--- config.mk ---
export PLATFORM = sky130hd
export DESIGN_NAME = isfu_ctrl
export DESIGN_NICKNAME = d
export VERILOG_FILES = /design/src/isfu_pkg.sv /design/src/isfu_ctrl.sv
export VERILOG_INCLUDE_DIRS = /design/src /design/src/src
export SDC_FILE = /design/constraint.sdc
export NUM_CORES = 1
export LEC_CHECK = 0
export ABC_AREA = 1
export CAP_MARGIN = 15
export CORE_MARGIN = 5
export CORE_UTILIZATION = 30
export DETAILED_ROUTE_END_ITERATION = 7
export DONT_BUFFER_PORTS = 1
export PLACE_DENSITY = 0.42
export SYNTH_ARGS = -nofsm -noshare
export SYNTH_HDL_FRONTEND = slang
export SYNTH_SLANG_ARGS = --single-unit
--- constraint.sdc ---
create_clock -name clk -period 1.26 [get_ports clk]
set_input_delay 0.189 -clock clk [delete_from_list [all_inputs] [get_ports clk]]
set_output_delay 0.189 -clock clk [all_outputs]
set_load 0.05 [all_outputs]
--- src/ising_spin_flip_update_top_assert.svh ---
// Assertion macros used by the spin-flip update controller.
`ifndef ISING_SPIN_FLIP_UPDATE_TOP_ASSERT_SVH
`define ISING_SPIN_FLIP_UPDATE_TOP_ASSERT_SVH

`ifndef ASSERT_OFF
// same-cycle implication
`define ISFU_ASSERT_IMPL(lbl, clk, rstn, ante, cons, msg) \
	lbl: assert property (@(posedge clk) disable iff (!rstn) (ante) |-> (cons)) \
		else $error(msg);
// next-cycle implication
`define ISFU_ASSERT_NEXT(lbl, clk, rstn, ante, cons, msg) \
	lbl: assert property (@(posedge clk) disable iff (!rstn) (ante) |=> (cons)) \
		else $error(msg);
`else
`define ISFU_ASSERT_IMPL(lbl, clk, rstn, ante, cons, msg)
`define ISFU_ASSERT_NEXT(lbl, clk, rstn, ante, cons, msg)
`endif

`endif

--- src/isfu_pkg.sv ---
// Shared constants, codes and control types of the spin-flip update block.
package isfu_pkg;

	localparam int MAX_ROWS = 128;
	localparam int MAX_COLS = 128;
	localparam int ROW_W    = $clog2(MAX_ROWS);
	localparam int COL_W    = $clog2(MAX_COLS);
	localparam int DEPTH    = MAX_ROWS * MAX_COLS;
	localparam int ADDR_W   = $clog2(DEPTH);

	localparam int SIZE_W     = 8;   // rows_in_use / cols_in_use
	localparam int Q_W        = 16;  // Q8.8 config values
	localparam int THR_W      = 20;
	localparam int E_W        = 21;  // energy change, never overflows
	localparam int CFG_IDX_W  = 3;
	localparam int CFG_DATA_W = 16;

	// register indexes
	localparam logic [CFG_IDX_W-1:0] CFG_FIELD   = 3'd0;
	localparam logic [CFG_IDX_W-1:0] CFG_COUPLING = 3'd1;
	localparam logic [CFG_IDX_W-1:0] CFG_INERTIA = 3'd2;
	localparam logic [CFG_IDX_W-1:0] CFG_ROWS    = 3'd3;
	localparam logic [CFG_IDX_W-1:0] CFG_COLS    = 3'd4;

	// item modes
	localparam logic [1:0] MODE_WRITE = 2'd0;
	localparam logic [1:0] MODE_READ  = 2'd1;
	localparam logic [1:0] MODE_FLIP  = 2'd2;

	// lattice read select
	localparam logic [2:0] NB_CTR = 3'd0;
	localparam logic [2:0] NB_UP  = 3'd1;
	localparam logic [2:0] NB_DN  = 3'd2;
	localparam logic [2:0] NB_LF  = 3'd3;
	localparam logic [2:0] NB_RT  = 3'd4;

	typedef struct packed {
		logic       load_item;
		logic       wr_spin;
		logic       rd_en;
		logic [2:0] rd_sel;
		logic       calc_nbj;
		logic       calc_flip;
		logic       load_out;
	} isfu_cmd_t;

	typedef struct packed {
		logic       oob;
		logic [1:0] mode;
	} isfu_sts_t;

endpackage

--- src/isfu_ctrl.sv ---
// Controller: sequences decode, lattice reads, evaluation and result hand-off.
`include "ising_spin_flip_update_top_assert.svh"

module isfu_ctrl import isfu_pkg::*; (
	input  logic      clk,
	input  logic      arst_n,
	input  logic      in_valid,
	output logic      in_ready,
	output logic      out_valid,
	input  logic      out_ready,
	input  isfu_sts_t sts,
	output isfu_cmd_t cmd
);

	localparam logic [2:0] S_IDLE = 3'd0;
	localparam logic [2:0] S_DEC  = 3'd1;
	localparam logic [2:0] S_RD   = 3'd2;
	localparam logic [2:0] S_CAP  = 3'd3;
	localparam logic [2:0] S_NBJ  = 3'd4;
	localparam logic [2:0] S_EVAL = 3'd5;
	localparam logic [2:0] S_RES  = 3'd6;

	logic [2:0] state_q, state_d;
	logic [2:0] rd_cnt_q, rd_cnt_d;
	logic       out_valid_q;
	logic       out_free;

	assign out_free = !out_valid_q || out_ready;
	assign in_ready = (state_q == S_IDLE);
	assign out_valid = out_valid_q;

	always_comb begin
		state_d  = state_q;
		rd_cnt_d = rd_cnt_q;
		cmd      = '0;
		case (state_q)
			S_IDLE: begin
				if (in_valid) begin
					cmd.load_item = 1'b1;
					state_d = S_DEC;
				end
			end
			S_DEC: begin
				if (sts.oob) begin
					state_d = S_RES;
				end else if (sts.mode == MODE_WRITE) begin
					cmd.wr_spin = 1'b1;
					state_d = S_RES;
				end else begin
					cmd.rd_en  = 1'b1;
					cmd.rd_sel = NB_CTR;
					if (sts.mode == MODE_FLIP) begin
						rd_cnt_d = NB_UP;
						state_d  = S_RD;
					end else begin
						state_d = S_CAP;
					end
				end
			end
			S_RD: begin
				cmd.rd_en  = 1'b1;
				cmd.rd_sel = rd_cnt_q;
				rd_cnt_d   = rd_cnt_q + 3'd1;
				if (rd_cnt_q == NB_RT) begin
					state_d = S_CAP;
				end
			end
			S_CAP: begin
				state_d = (sts.mode == MODE_FLIP) ? S_NBJ : S_RES;
			end
			S_NBJ: begin
				cmd.calc_nbj = 1'b1;
				state_d = S_EVAL;
			end
			S_EVAL: begin
				cmd.calc_flip = 1'b1;
				state_d = S_RES;
			end
			S_RES: begin
				if (out_free) begin
					cmd.load_out = 1'b1;
					state_d = S_IDLE;
				end
			end
			default: state_d = S_IDLE;
		endcase
	end

	always_ff @(posedge clk or negedge arst_n) begin
		if (!arst_n) begin
			state_q     <= S_IDLE;
			rd_cnt_q    <= NB_CTR;
			out_valid_q <= 1'b0;
		end else begin
			state_q  <= state_d;
			rd_cnt_q <= rd_cnt_d;
			if (cmd.load_out) begin
				out_valid_q <= 1'b1;
			end else if (out_ready) begin
				out_valid_q <= 1'b0;
			end
		end
	end

	`ISFU_ASSERT_IMPL(a_no_result_overwrite, clk, arst_n, cmd.load_out, out_free, "result overwritten while pending")
	`ISFU_ASSERT_IMPL(a_no_rd_wr_overlap, clk, arst_n, cmd.rd_en, !(cmd.wr_spin || cmd.calc_flip), "lattice read and write in one cycle")
	`ISFU_ASSERT_NEXT(a_accept_to_decode, clk, arst_n, in_valid && in_ready, state_q == S_DEC, "accepted word not decoded")
	`ISFU_ASSERT_IMPL(a_rd_cnt_range, clk, arst_n, state_q == S_RD, rd_cnt_q >= NB_UP && rd_cnt_q <= NB_RT, "neighbor read count out of range")

endmodule

Word-level counts from Yosys, hierarchy flattened
Cells that the tools add are included.
{"block": "op_classes", "n_addsub": 1, "eq_ne": 14, "mux": 25, "reduce_logical": 8}
{"op": "3-bit two-way mux", "n": 8}
{"op": "3-bit case mux with 7 select lines", "n": 1}
{"op": "3-bit equality test, second input constant", "n": 4}
{"op": "2-bit inequality test, second input constant", "n": 6}
{"op": "1-bit two-way mux", "n": 11}
{"op": "4-bit case mux with 2 select lines", "n": 1}
{"op": "3-bit by 2-bit equality test with 1-bit output, second input constant", "n": 2}
{"op": "3-bit case mux with 2 select lines", "n": 1}
{"op": "5-bit two-way mux", "n": 1}
{"op": "4-bit two-way mux", "n": 1}
{"op": "4-bit AND reduction", "n": 1}
{"op": "2-bit nonzero test", "n": 2}
{"op": "3-bit by 1-bit adder with 3-bit output, second input constant", "n": 1}
{"op": "3-bit by 1-bit equality test with 1-bit output, second input constant", "n": 1}
{"op": "3-bit zero test", "n": 1}
{"op": "3-bit AND reduction", "n": 1}
{"op": "2-bit equality test, second input constant", "n": 1}
{"op": "2-bit zero test", "n": 1}
{"op": "2-bit two-way mux", "n": 1}
{"op": "1-bit zero test", "n": 1}
{"op": "1-bit logical OR", "n": 1}
{"block": "totals", "reg_bits": 7, "inputBits": 7, "out_inout_bits": 11}

Logic depth before layout (Yosys ltp)
{"block": "depth", "ltp_word": 5, "depth_mapped": 8}

Worst setup path after synthesis
OpenSTA, ideal clock, no wires.
{"block": "synth_timing", "kind": "reg-to-output", "start": "register state_q[1]", "end": "output cmd[7] in the netlist's numbering", "arrival_time_ns": 2.099, "required_ns": 1.071, "slack_ns": -1.028, "path_stages_with_launch": 4, "path_cell_list": "dfrtp_1 > inv_2 > nand2_1 > nor4_1"}
{"item": "start: declaration", "line_no": "isfu_ctrl.sv:23", "rtl": "logic [2:0] state_q, state_d;"}
{"item": "start signal: assignment", "line_no": "isfu_ctrl.sv:95", "rtl": "state_q <= state_d;"}
{"item": "end: declaration", "line_no": "isfu_ctrl.sv:12", "rtl": "output isfu_cmd_t cmd"}

==> metrics.cfg <==
[clock_tree]
cts.htree.levels=1
cts_tree=built
root_buffer=clkbuf_4
numCtsBuffers=3
clkSinkCount=7
worstSkewPairLatency_ns=0.25
clock_path_buffers=2
clkTransAtPathRegs_ns=0.05

[floorplanning]
initial_utilization_pct=30.67
chipHeight_um=51.56
die_w_um=51.56
design.core.area_um2=1689
rows=15
dieArea_um2=2658
io_pins=18

[grt]
grt_antenna_before_repair=0
grt_pass1_vias=587
grt_remaining_overflow=0
busiest_layer=met2
grt_usage_pct=14.34
grt_pass1_wl_mm=2.849
met2_usage_pct=24.36
grt_max_degree=8
grt_use_met1_pct=17.83
grt_util_met3_pct=4.585

[sta]
rsz0062_at_grt=yes
setup_viol=13
max_freq_mhz=662.0
relSlewSlack_pct=75.07
fin_crit_sh_pct=119.9
drv_slew=0
worst_slack_ns=-0.2505
fin_crit_ns=1.511
skew_ns=0.002570
timing.hold.ws_ns=0.1472
fin_setup_tns_ns=-2.022
tightest_slew_ns=0.3727
final_hold_viol_count=0

[route]
wire_per_inst_um=11.96
drc_errors=0
routed_wl_mm=1.543
postRouteAntennaNets=0
dr.pass1.iters=3
vias=597
via_per_inst=4.628
first_iter_violations=1

[critical_path]
crit_slowest_cell=dfrtp_2
startpoint_type=flop
worstPathRequired_ns=1.07
crit_chain=inv_2, nand2_4, nor4_4, buf_12
critPathArrivalTime_ns=1.32
cp-end-kind=primary output
crit_buf_inv=2
crit_family=flip-flops
critical_path_class=reg2out
max_stage_delay_ns=0.46
crit_fanout=5

[layout]
drive_gt1_share_pct=62.50
final_cells=129
area_delta_synth_final_pct=111.8
num-fill-cells=140
num-nets-final=122
layout_common_cells=13 x buf_4, 9 x inv_1
antenna_cells=0
post-route-util_pct=64.96
regArea_um2=177.7
layout_commonest_cell=buf_4
stdcell_area_um2=1097
multiInputGateArea_um2=441.7

[logic_synthesis]
synth_top_area_share_pct=33.82
synthesis.area_um2=518.0
synth_top_cell_by_area=dfrtp_1
ys_seq_area_share_pct=33.82
yosys_warnings=0
synth_area_leaders=dfrtp_1 34%, nand2_1 13%, nor2_1 10%
syn_nets=88
synth_cells=79
ys_seq_elements=7
ys_types=19
avgSynthCellArea_um2=6.557

[placed_design]
place_inst=115
io_buffers=0
dp_slack_ns=-0.03812
place_area_um2=849.6
gp_congestion=0.7606
hpwl_mm=1.116

[power_and_ir_drop]
finalPower_mw=3.177
powerDensity_nw_per_um2=2895
vdd_drop_max_mv=1.427
leakage_nw=0.5074

[job]
maxCapViolCount=0

[outcome]
status=complete, but fails checks
violations=negative setup slack

[min_path]
holdCritPathClass=in2reg

-- layout make-up --
| cell class | instances | share of cell area (%) |
|---|---|---|
| Multi-Input combinational cell | 55 | 40.25 |
| Sequential cell | 7 | 16.19 |
| Inverter | 16 | 6.271 |
| Clock buffer | 4 | 2.395 |
| Tap cell | 17 | 1.938 |
| Timing Repair Buffer | 30 | 32.95 |
-- worst paths after layout --
| check | end | cells past startpoint | startpoint | slack, ns |
|---|---|---|---|---|
| min in group asynchronous | rd_cnt_q[1] | 1 | arst_n | 0.29 |
| setup reg to reg | rd_cnt_q[1] | 9 | state_q[0] | -0.06 |
| hold / removal | state_q[2] | 2 | sts[2] | 0.15 |
| hold reg to reg | rd_cnt_q[2] | 2 | rd_cnt_q[2] | 0.55 |
| max in group asynchronous | state_q[1] | 1 | arst_n | 0.68 |
| setup / recovery | cmd[7] | 4 | state_q[1] | -0.25 |
-- power by group --
| part | internal, mW | total [mW] | leakage (nW) | switching, mW |
|---|---|---|---|---|
| registers | 0.345 | 0.524 | 0.0835 | 0.179 |
| clock network | 0.121 | 0.206 | 0.0150 | 0.0846 |
| logic | 1.15 | 2.45 | 0.409 | 1.30 |
-- kinds of logic (layout without fill, tap and decap cells) --
logic type / Yosys count / count (layout) / share of synthesized area (%)
compound gates: 8 / 8 / 8.938
buf+inv: 17 / 50 / 13.04
fa+ha+maj: 2 / 2 / 4.830
flops: 7 / 7 / 33.82
simple gates: 45 / 45 / 39.37
-- routing by layer --
layer  wire length (um)  vias to the layer above
li1                   -                      308
met1                645                      272
met2                808                       13
met3                 60                        4
met4                 29                        0
met5                  0                        -
-- flip-flops by register name, indices dropped and copies added (netlist names) --
| register | flops |
|---|---|
| rd_cnt_q | 3 |
| state_q | 3 |
| out_valid | 1 |
-- repair_timing --
action,4_1_cts,5_1_grt
setup buffers,5,5
endpoints found under the setup margin,10,15
pin swaps,1,12
hold buffers,1,0
gates resized for setup,16,23
hold endpoints to repair,7,0
-- Yosys cell counts (all sizes together) --
master / n
nor2: 16
nor3: 1
dfrtp: 7
nand2: 19
nand3b: 1
buf: 1
nor4: 1
or2: 1
nand3: 6
a21oi: 4
o21ai: 3
a21boi: 1
inv: 16
ha: 2
Power figures use the tool's default switching activity.
